### src/hdl/rbss_pkg.sv
`timescale 1ns / 1ps

package rbss_pkg;

    localparam int CFG_IDX_W  = 3;
    localparam int CFG_DATA_W = 16;
    localparam int COORD_W    = 10;
    localparam int RADIUS_W   = 9;
    localparam int COLOUR_W   = 16;
    localparam int SPAN_X_W   = 11;
    localparam int ROW_OUT_W  = 6;
    localparam int SQ_W       = 2 * RADIUS_W;
    localparam int REM_W      = 12;

    typedef enum logic [CFG_IDX_W-1:0] {
        CFG_BOX_LEFT      = 3'd0,
        CFG_BOX_TOP       = 3'd1,
        CFG_BOX_WIDTH     = 3'd2,
        CFG_BOX_HEIGHT    = 3'd3,
        CFG_CORNER_RADIUS = 3'd4,
        CFG_FILL_COLOUR   = 3'd5,
        CFG_BORDER_COLOUR = 3'd6
    } t_cfg_idx;

    // Partial result of the digit-by-digit square root.
    typedef struct packed {
        logic [REM_W-1:0]    rem;
        logic [RADIUS_W-1:0] root;
    } t_sqrt;

    localparam t_sqrt SQRT_ZERO = '{rem: '0, root: '0};

endpackage

### src/hdl/rounded_box_strip_spans_top.sv
`timescale 1ns / 1ps

// Channel   | Direction | Handshake                      | Payload
// ----------+-----------+--------------------------------+---------------------------------
// request   | in        | start high while busy low      | i_strip_top
// span      | out       | o_span_valid, one cycle each   | o_strip_row .. o_last_span
// config    | in        | i_cfg_we, no wait              | i_cfg_idx, i_cfg_wdata
//
// A request keeps busy high while it is being processed: the row sequencer
// issues one strip row per cycle into an eight-stage span pipeline (square root in three
// stages), and one span is held back so that the last one can be marked.
// Spans appear at most one per cycle; the receiver cannot stall them.
// Reset is synchronous and active low; it resets the config registers and control flags.
module rounded_box_strip_spans_top
    import rbss_pkg::*;
#(
    parameter int ROWS_PER_STRIP = 16
) (
    input  logic                  i_clk,
    input  logic                  i_rst_n,
    input  logic                  start,
    output logic                  busy,
    input  logic [COORD_W-1:0]    i_strip_top,
    input  logic                  i_cfg_we,
    input  logic [CFG_IDX_W-1:0]  i_cfg_idx,
    input  logic [CFG_DATA_W-1:0] i_cfg_wdata,
    output logic                  o_span_valid,
    output logic [ROW_OUT_W-1:0]  o_strip_row,
    output logic [SPAN_X_W-1:0]   o_span_left,
    output logic [SPAN_X_W-1:0]   o_span_right,
    output logic                  o_edge_row,
    output logic [COLOUR_W-1:0]   o_span_fill,
    output logic [COLOUR_W-1:0]   o_span_border,
    output logic                  o_last_span
);

    localparam int CNT_W = (ROWS_PER_STRIP > 1) ? $clog2(ROWS_PER_STRIP) : 1;
    localparam logic [CNT_W-1:0] LAST_ROW = CNT_W'(ROWS_PER_STRIP - 1);

    function automatic t_sqrt sqrt_step(input t_sqrt s, input logic [1:0] pair);
        logic [REM_W-1:0] rem_s;
        logic [REM_W-1:0] trial;
        t_sqrt            res;
        rem_s = {s.rem[REM_W-3:0], pair};
        trial = {1'b0, s.root, 2'b01};
        if (rem_s >= trial) begin
            res.rem  = rem_s - trial;
            res.root = {s.root[RADIUS_W-2:0], 1'b1};
        end else begin
            res.rem  = rem_s;
            res.root = {s.root[RADIUS_W-2:0], 1'b0};
        end
        return res;
    endfunction

    // Configuration registers.
    logic [COORD_W-1:0]  r_box_left, r_box_top, r_box_width, r_box_height;
    logic [RADIUS_W-1:0] r_corner_radius;
    logic [COLOUR_W-1:0] r_fill_colour, r_border_colour;

    always_ff @(posedge i_clk) begin
        if (!i_rst_n) begin
            r_box_left      <= '0;
            r_box_top       <= '0;
            r_box_width     <= COORD_W'(1);
            r_box_height    <= COORD_W'(1);
            r_corner_radius <= '0;
            r_fill_colour   <= '0;
            r_border_colour <= '0;
        end else if (i_cfg_we) begin
            case (t_cfg_idx'(i_cfg_idx))
                CFG_BOX_LEFT:      r_box_left      <= i_cfg_wdata[COORD_W-1:0];
                CFG_BOX_TOP:       r_box_top       <= i_cfg_wdata[COORD_W-1:0];
                CFG_BOX_WIDTH:     r_box_width     <= i_cfg_wdata[COORD_W-1:0];
                CFG_BOX_HEIGHT:    r_box_height    <= i_cfg_wdata[COORD_W-1:0];
                CFG_CORNER_RADIUS: r_corner_radius <= i_cfg_wdata[RADIUS_W-1:0];
                CFG_FILL_COLOUR:   r_fill_colour   <= i_cfg_wdata[COLOUR_W-1:0];
                CFG_BORDER_COLOUR: r_border_colour <= i_cfg_wdata[COLOUR_W-1:0];
                default: ;
            endcase
        end
    end

    // Row sequencer.
    logic               r_active;
    logic [CNT_W-1:0]   r_row;
    logic [COORD_W-1:0] r_strip_top;
    logic               w_accept;
    logic               w_seq_final;

    assign w_accept    = start && !busy;
    assign w_seq_final = (r_row == LAST_ROW);

    always_ff @(posedge i_clk) begin
        if (!i_rst_n) begin
            r_active <= 1'b0;
        end else if (w_accept) begin
            r_active <= 1'b1;
        end else if (r_active && w_seq_final) begin
            r_active <= 1'b0;
        end
    end

    always_ff @(posedge i_clk) begin
        if (w_accept) begin
            r_row       <= '0;
            r_strip_top <= i_strip_top;
        end else if (r_active) begin
            r_row <= r_row + CNT_W'(1);
        end
    end

    // Stage 1: screen row, box membership and distances from both edges.
    logic [SPAN_X_W-1:0] n1_screen_y, n1_top_end, n1_ry, n1_ryb;
    logic                n1_inbox;
    logic                r1_valid, r1_final, r1_inbox;
    logic [CNT_W-1:0]    r1_row;
    logic [COORD_W-1:0]  r1_ry, r1_ryb;

    always_comb begin
        n1_screen_y = {1'b0, r_strip_top} + SPAN_X_W'(r_row);
        n1_top_end  = {1'b0, r_box_top} + {1'b0, r_box_height};
        n1_inbox    = (n1_screen_y >= {1'b0, r_box_top}) && (n1_screen_y < n1_top_end);
        n1_ry       = n1_screen_y - {1'b0, r_box_top};
        n1_ryb      = n1_top_end - n1_screen_y - SPAN_X_W'(1);
    end

    always_ff @(posedge i_clk) begin
        r1_final <= w_seq_final;
        r1_row   <= r_row;
        r1_inbox <= n1_inbox;
        r1_ry    <= n1_ry[COORD_W-1:0];
        r1_ryb   <= n1_ryb[COORD_W-1:0];
    end

    // Stage 2: corner band selection. The top band wins where the two overlap.
    logic                n2_top_band, n2_bot_band;
    logic [RADIUS_W-1:0] n2_dist;
    logic                r2_valid, r2_final, r2_inbox, r2_corner, r2_edge;
    logic [CNT_W-1:0]    r2_row;
    logic [RADIUS_W-1:0] r2_dy;

    always_comb begin
        n2_top_band = r1_ry < {1'b0, r_corner_radius};
        n2_bot_band = r1_ryb < {1'b0, r_corner_radius};
        n2_dist     = n2_top_band ? r1_ry[RADIUS_W-1:0] : r1_ryb[RADIUS_W-1:0];
    end

    always_ff @(posedge i_clk) begin
        r2_final  <= r1_final;
        r2_row    <= r1_row;
        r2_inbox  <= r1_inbox;
        r2_corner <= n2_top_band || n2_bot_band;
        r2_edge   <= (r1_ry == '0) || (r1_ryb == '0);
        r2_dy     <= r_corner_radius - n2_dist;
    end

    // Stage 3: squares.
    logic                r3_valid, r3_final, r3_inbox, r3_corner, r3_edge;
    logic [CNT_W-1:0]    r3_row;
    logic [SQ_W-1:0]     r3_rr, r3_dd;

    always_ff @(posedge i_clk) begin
        r3_final  <= r2_final;
        r3_row    <= r2_row;
        r3_inbox  <= r2_inbox;
        r3_corner <= r2_corner;
        r3_edge   <= r2_edge;
        r3_rr     <= SQ_W'(r_corner_radius) * SQ_W'(r_corner_radius);
        r3_dd     <= SQ_W'(r2_dy) * SQ_W'(r2_dy);
    end

    // Stage 4: radicand.
    logic                r4_valid, r4_final, r4_inbox, r4_corner, r4_edge;
    logic [CNT_W-1:0]    r4_row;
    logic [SQ_W-1:0]     r4_v;

    always_ff @(posedge i_clk) begin
        r4_final  <= r3_final;
        r4_row    <= r3_row;
        r4_inbox  <= r3_inbox;
        r4_corner <= r3_corner;
        r4_edge   <= r3_edge;
        r4_v      <= r3_rr - r3_dd;
    end

    // Stages 5 to 7: square root, three result bits per stage.
    logic             r5_valid, r5_final, r5_inbox, r5_corner, r5_edge;
    logic [CNT_W-1:0] r5_row;
    t_sqrt            r5_sq;
    logic [11:0]      r5_v_lo;

    always_ff @(posedge i_clk) begin
        r5_final  <= r4_final;
        r5_row    <= r4_row;
        r5_inbox  <= r4_inbox;
        r5_corner <= r4_corner;
        r5_edge   <= r4_edge;
        r5_sq     <= sqrt_step(sqrt_step(sqrt_step(SQRT_ZERO, r4_v[17:16]),
                                         r4_v[15:14]), r4_v[13:12]);
        r5_v_lo   <= r4_v[11:0];
    end

    logic             r6_valid, r6_final, r6_inbox, r6_corner, r6_edge;
    logic [CNT_W-1:0] r6_row;
    t_sqrt            r6_sq;
    logic [5:0]       r6_v_lo;

    always_ff @(posedge i_clk) begin
        r6_final  <= r5_final;
        r6_row    <= r5_row;
        r6_inbox  <= r5_inbox;
        r6_corner <= r5_corner;
        r6_edge   <= r5_edge;
        r6_sq     <= sqrt_step(sqrt_step(sqrt_step(r5_sq, r5_v_lo[11:10]),
                                         r5_v_lo[9:8]), r5_v_lo[7:6]);
        r6_v_lo   <= r5_v_lo[5:0];
    end

    logic                r7_valid, r7_final, r7_inbox, r7_corner, r7_edge;
    logic [CNT_W-1:0]    r7_row;
    t_sqrt               n7_sq;
    logic [RADIUS_W-1:0] r7_root;

    assign n7_sq = sqrt_step(sqrt_step(sqrt_step(r6_sq, r6_v_lo[5:4]),
                                       r6_v_lo[3:2]), r6_v_lo[1:0]);

    always_ff @(posedge i_clk) begin
        r7_final  <= r6_final;
        r7_row    <= r6_row;
        r7_inbox  <= r6_inbox;
        r7_corner <= r6_corner;
        r7_edge   <= r6_edge;
        r7_root   <= n7_sq.root;
    end

    // Stage 8: inset, width test and span ends.
    logic [RADIUS_W-1:0] n8_inset;
    logic                r8_valid, r8_final, r8_span, r8_edge;
    logic [CNT_W-1:0]    r8_row;
    logic [SPAN_X_W-1:0] r8_left, r8_right;

    assign n8_inset = r7_corner ? (r_corner_radius - r7_root) : '0;

    always_ff @(posedge i_clk) begin
        r8_final <= r7_final;
        r8_row   <= r7_row;
        r8_edge  <= r7_edge;
        r8_span  <= r7_inbox && ({1'b0, r_box_width} > {1'b0, n8_inset, 1'b0});
        r8_left  <= {1'b0, r_box_left} + {2'b0, n8_inset};
        r8_right <= {1'b0, r_box_left} + {1'b0, r_box_width} - SPAN_X_W'(1)
                    - {2'b0, n8_inset};
    end

    always_ff @(posedge i_clk) begin
        if (!i_rst_n) begin
            r1_valid <= 1'b0;
            r2_valid <= 1'b0;
            r3_valid <= 1'b0;
            r4_valid <= 1'b0;
            r5_valid <= 1'b0;
            r6_valid <= 1'b0;
            r7_valid <= 1'b0;
            r8_valid <= 1'b0;
        end else begin
            r1_valid <= r_active;
            r2_valid <= r1_valid;
            r3_valid <= r2_valid;
            r4_valid <= r3_valid;
            r5_valid <= r4_valid;
            r6_valid <= r5_valid;
            r7_valid <= r6_valid;
            r8_valid <= r7_valid;
        end
    end

    // One span is held back until the next one, or the end of the strip, shows
    // whether it is the last.
    logic                r_pend_valid, r_flush;
    logic [CNT_W-1:0]    r_pend_row;
    logic [SPAN_X_W-1:0] r_pend_left, r_pend_right;
    logic                r_pend_edge;
    logic                n_pend_valid, n_pend_load, n_flush, n_out_valid, n_out_last;
    logic                r_out_valid, r_out_last, r_out_edge;
    logic [ROW_OUT_W-1:0] r_out_row;
    logic [SPAN_X_W-1:0] r_out_left, r_out_right;
    logic [COLOUR_W-1:0] r_out_fill, r_out_border;

    always_comb begin
        n_pend_valid = r_pend_valid;
        n_pend_load  = 1'b0;
        n_flush      = 1'b0;
        n_out_valid  = 1'b0;
        n_out_last   = 1'b0;
        if (r_flush) begin
            n_out_valid  = 1'b1;
            n_out_last   = 1'b1;
            n_pend_valid = 1'b0;
        end else if (r8_valid) begin
            if (r8_span) begin
                n_out_valid  = r_pend_valid;
                n_pend_load  = 1'b1;
                n_pend_valid = 1'b1;
                n_flush      = r8_final;
            end else if (r8_final && r_pend_valid) begin
                n_out_valid  = 1'b1;
                n_out_last   = 1'b1;
                n_pend_valid = 1'b0;
            end
        end
    end

    always_ff @(posedge i_clk) begin
        if (!i_rst_n) begin
            r_pend_valid <= 1'b0;
            r_flush      <= 1'b0;
            r_out_valid  <= 1'b0;
        end else begin
            r_pend_valid <= n_pend_valid;
            r_flush      <= n_flush;
            r_out_valid  <= n_out_valid;
        end
    end

    always_ff @(posedge i_clk) begin
        if (n_pend_load) begin
            r_pend_row   <= r8_row;
            r_pend_left  <= r8_left;
            r_pend_right <= r8_right;
            r_pend_edge  <= r8_edge;
        end
        if (n_out_valid) begin
            r_out_last   <= n_out_last;
            r_out_row    <= ROW_OUT_W'(r_pend_row);
            r_out_left   <= r_pend_left;
            r_out_right  <= r_pend_right;
            r_out_edge   <= r_pend_edge;
            r_out_fill   <= r_fill_colour;
            r_out_border <= r_border_colour;
        end
    end

    assign busy = r_active || r1_valid || r2_valid || r3_valid || r4_valid || r5_valid
                  || r6_valid || r7_valid || r8_valid || r_pend_valid || r_flush;

    assign o_span_valid  = r_out_valid;
    assign o_strip_row   = r_out_row;
    assign o_span_left   = r_out_left;
    assign o_span_right  = r_out_right;
    assign o_edge_row    = r_out_edge;
    assign o_span_fill   = r_out_fill;
    assign o_span_border = r_out_border;
    assign o_last_span   = r_out_last;

`ifndef SYNTH
    a_busy_after_accept: assert property (@(posedge i_clk) disable iff (!i_rst_n)
        w_accept |=> busy)
        else $error("busy low after a request was taken");

    a_flush_has_span: assert property (@(posedge i_clk) disable iff (!i_rst_n)
        r_flush |-> r_pend_valid)
        else $error("end-of-strip flush with no held span");

    a_span_ordered: assert property (@(posedge i_clk) disable iff (!i_rst_n)
        o_span_valid |-> (o_span_left <= o_span_right))
        else $error("span left end beyond right end");

    a_gap_after_last: assert property (@(posedge i_clk) disable iff (!i_rst_n)
        (o_span_valid && o_last_span) |=> !o_span_valid)
        else $error("span directly after the last span of a strip");

    a_pend_only_busy: assert property (@(posedge i_clk) disable iff (!i_rst_n)
        (r_pend_valid && !r_flush && !r8_valid) |-> (r1_valid || r2_valid || r3_valid
            || r4_valid || r5_valid || r6_valid || r7_valid || r_active))
        else $error("held span stranded with no rows left in flight");
`endif

endmodule
### config.mk
export PLATFORM = sky130hd
export DESIGN_NAME = rounded_box_strip_spans_top
export DESIGN_NICKNAME = d
export VERILOG_FILES = /design/src/hdl/rbss_pkg.sv /design/src/hdl/rounded_box_strip_spans_top.sv
export SDC_FILE = /design/constraint.sdc
export NUM_CORES = 1
export LEC_CHECK = 0
export ABC_CLOCK_PERIOD_IN_PS = 16600
export BUFFER_PORTS_ARGS = -buffer_cell sky130_fd_sc_hd__buf_2
export CORE_MARGIN = 4
export CORE_UTILIZATION = 45
export CTS_CLUSTER_SIZE = 14
export DETAILED_ROUTE_END_ITERATION = 8
export SLEW_MARGIN = 40
export SYNTH_ARGS = -nofsm -noshare
export SYNTH_HDL_FRONTEND = slang
export SYNTH_SLANG_ARGS = --single-unit
### constraint.sdc
create_clock -name i_clk -period 16.6 [get_ports i_clk]
set_input_delay 3.32 -clock i_clk [delete_from_list [all_inputs] [get_ports i_clk]]
set_output_delay 3.32 -clock i_clk [all_outputs]
set_load 0.05 [all_outputs]
==> summary.md <==
| Metric | Value |
|---|---|
| Total GRT Usage | between 10% and 20% |
| #FFs+latches synth | between 400 and 500 |
| Vias/cell | 4.92 |
| Starting Density | between 40% and 50% |
| WL/cell | around 15 um |
| Vias | approximately 15000 |
| Final wirelength | roughly 44000 um |
| Final Setup Violations | 0 |
| CP max stage cell | nor4_4 |
| Vias in the first global route | around 15000 |
| Starting DRT DRC Count | roughly 640 |
| Layout Nets | approximately 2700 |
| Met2 Wirelength | between 20000 and 25000 um |
| Post-CTS Resized | 0 |
| Area Overhead vs Synth | 12.1% |
| CTS tree | done |
| Number of distinct library cells after synthesis | between 70 and 80 |
| Initial antenna violation count | 1 |
| Die extent in y | around 230 um |
| HPWL Detailed | 33900 um |
| Post-synthesis instance total | 2218 |
| Clock Latency Late Sink | between 0.5 and 0.6 ns |
| Setup TNS | 0 ns |
| Clk_skew | between 0.02 and 0.03 ns |
| Number of routed nets with antenna violations | 0 |
| Status | finished, final reports clean |
| IO Port Bufs | between 90 and 100 |
| RSZ-0062 raised after global routing | false |
| FFs w/ async S/R, synth | 0% |
| # fillers | between 4000 and 5000 |
| Final min period | between 6 and 7 ns |
| Ratio of final minimum period to clock period | 41.6% |
| Worst-path fanout max | 14 |
| Post-CTS Setup Inserts | 0 |
| Total CTS buffers | 44 |
| Worst hold margin | between 0.3 and 0.4 ns |
| CTS Hold Bufs | 0 |
| Worst-Margin Slew | between 0.7 and 0.8 ns |
| F_max | 0.145 GHz |
| Critical path endpoint category | register |
| Placed cell area | 23500 sq um |
| Footprint of the multi-input gates | ~12000 sq um |
| Row cnt | 81 |
| Final hold vios | 0 |
| Layout cell share with drive strength beyond 1 | 8.81% |
| CTS max path bufs | 3 |
| RePlAce Congestion | between 0.8 and 0.9 |
| I/O pins | slightly below 100 |
| Max_slew headroom | between 40% and 50% |
| Fin area | roughly 25000 sq um |
| CTS Sinks | 414 |
| Max incr delay on CP | approximately 0.70 ns |
| Register area | 9260 sq um |
| Metal3 WL | approximately 1300 um |
| HP Class | register to register |
| First-pass GRT wire length | 73500 um |
| YS warnings | 0 |
| DRC violations left | 0 |
| Mean Syn Cell Area | around 10 sq um |
| Die X | roughly 230 um |
| CP delay by family, top | simple AND/OR/NAND/NOR gates |
| Post-synth top flop | dfxtp_1 |
| CTS Root Cell | clkbuf_16 |
| First-pass iteration count of the detailed router | 5 |
| Setup crit start kind | register |
| Top sig layer | met4 |
| Critical path class | register to register |
| Core Box Area | around 49000 sq um |
| GRT Residual Overflow | 0 |
| Critical Path AT | around 7.4 ns |
| Max-Cap Viols | 0 |
| Pin count of the biggest net entering global routing | 94 |
| CTS clk-pin slew, worst paths | roughly 0.06 ns |
| Req. time, crit path | about 17 ns |
| Final slew viol count | 0 |
| Crit-path most repeated cell | ha_1 |
| Post-synth EDFFs | between 90 and 100 |
| Die area | roughly 53000 sq um |
| CTS H-tree depth | 2 |
| WP buf/inv | 1 |
| Cell Area, Synth | around 22000 sq um |
| Seq/Total Area, Yosys | 41.6% |
| Met1 WL | roughly 21000 um |
-- path summary, 6_finish.rpt --
kind	slack [ns]	end	start	cells after the start
max	9.69	r6_sq[11]$_DFF_P_	r5_v_lo[10]$_DFF_P_	25
min	0.31	r5_v_lo[3]$_DFF_P_	r4_v[3]$_DFF_P_	0
max reg2reg	9.69	r6_sq[11]$_DFF_P_	r5_v_lo[10]$_DFF_P_	25
min reg2reg	0.31	r5_v_lo[3]$_DFF_P_	r4_v[3]$_DFF_P_	0
-- kinds of logic after synthesis --
kind of cell	share of synthesized area [%]
compound gates	12.0
mux	1.06
flops	41.6
buf+inv	5.42
other cells	0.0168
fa+ha+maj	21.7
xor+xnor	6.13
simple gates	12.2
-- through the flow --
stage                     instances  util, %  setup WS (ns)
after global routing           3027     51.0           9.00
final                          3027     51.0           9.69
after global placement         2946     47.9           9.94
after CTS                      3026     50.9           9.74
after floorplan                2219        -          11.17
after detailed placement       2946     48.0           9.79
-- layout make-up --
class	instances	share of cell area [%]
tap	664	3.33
timing repair buffer	100	2.08
clock buffer	60	4.99
multi-input combinational	1493	47.5
clock inverter	20	0.847
sequential	414	37.1
antenna	1	0.0100
inverter	275	4.16
-- cell usage in the layout (no fill, tap or decap), drive strengths merged, types with 7 or more instances in the layout --
cell type | Yosys | layout
dfxtp | 317 | 317
inv | 271 | 274
nand2 | 248 | 248
ha | 248 | 248
nor2 | 127 | 127
a21oi | 103 | 103
buf | 7 | 100
xnor2 | 99 | 99
edfxtp | 97 | 97
a21boi | 87 | 87
fa | 86 | 86
o21ai | 64 | 64
clkbuf | 30 | 60
xor2 | 56 | 56
a21o | 53 | 53
and2 | 43 | 43
nor2b | 33 | 33
nor3 | 29 | 29
nand2b | 26 | 26
o21bai | 22 | 22
o21a | 20 | 20
nand3 | 17 | 17
clkinv | 4 | 17
mux2i | 16 | 16
nand4 | 11 | 11
nor4 | 9 | 9
a31oi | 8 | 8
or2 | 7 | 7
and3 | 7 | 7
-- registers in the layout, summed over array words and instances (netlist names), 10 cells and up --
signal / flops
r_strip_top: 10
o_span_right: 11
o_span_left: 11
r3_rr: 17
r6_sq: 16
r_border_colour: 16
r_box_top: 10
r8_right: 11
r5_sq: 13
r_pend_right: 11
r_pend_left: 11
r_box_width: 10
r5_v_lo: 12
r1_ryb: 10
o_span_fill: 16
r_box_left: 10
r4_v: 18
r8_left: 11
o_span_border: 16
r1_ry: 10
r_fill_colour: 16
r_box_height: 10
r3_dd: 17
-- routing by layer --
layer,track usage [%],vias up
met1,22.5,7065
met4,5.05,0
li1,-,7597
met5,0,-
met2,28.0,170
met3,2.21,68
-- worst register-to-register path, cell delays in order (launching register included) --
cell and delay (ns):
dfxtp_1 0.42, inv_1 0.13, ha_1 0.24, nand2b_1 0.20, a211oi_1 0.39, or3_1 0.53, nor2_1 0.09, a21oi_1 0.26
ha_1 0.36, a21o_1 0.21, a21oi_1 0.33, o21ai_0 0.24, nor4_1 0.25, o22a_1 0.30, nand3_2 0.30, nand3_1 0.18
xor2_1 0.24, ha_1 0.31, and2_1 0.18, nand4_1 0.12, nor3_1 0.07, o32ai_2 0.29, o21ai_2 0.13, nor4_4 0.70
nor2_1 0.15, xnor2_1 0.16
-- synthesized netlist by cell type, types with 5 or more instances --
library cell    n  share of area (%)
fa_1           86                7.7
mux2i_1        14               0.63
inv_1         266                4.5
and2_1         43                1.2
dfxtp_1       317                 29
a21o_1         53                1.8
a21boi_0       87                2.9
o21bai_1       22               0.74
or2_2           7               0.20
nand2b_1       26               0.73
nand3_1        16               0.36
a21oi_1       103                2.3
nor2_1        127                2.1
or3_1           6               0.17
nor4_1          7               0.20
xnor2_1        98                3.9
o21ai_0        49                1.1
nand2_1       248                4.2
nor2b_1        33               0.93
mux2_2          5               0.25
xor2_1         56                2.2
nand4_1        11               0.31
o21ai_1        14               0.31
clkbuf_1       30               0.51
a31oi_1         8               0.22
nor3_1         29               0.65
ha_1          248                 14
o21a_1         20               0.67
or4_1           5               0.17
edfxtp_1       97                 13
and3_1          7               0.20
Power is left out: the tool's default activity adds up to more than one toggle a clock period on the data nets, which glitch-free logic cannot reach.
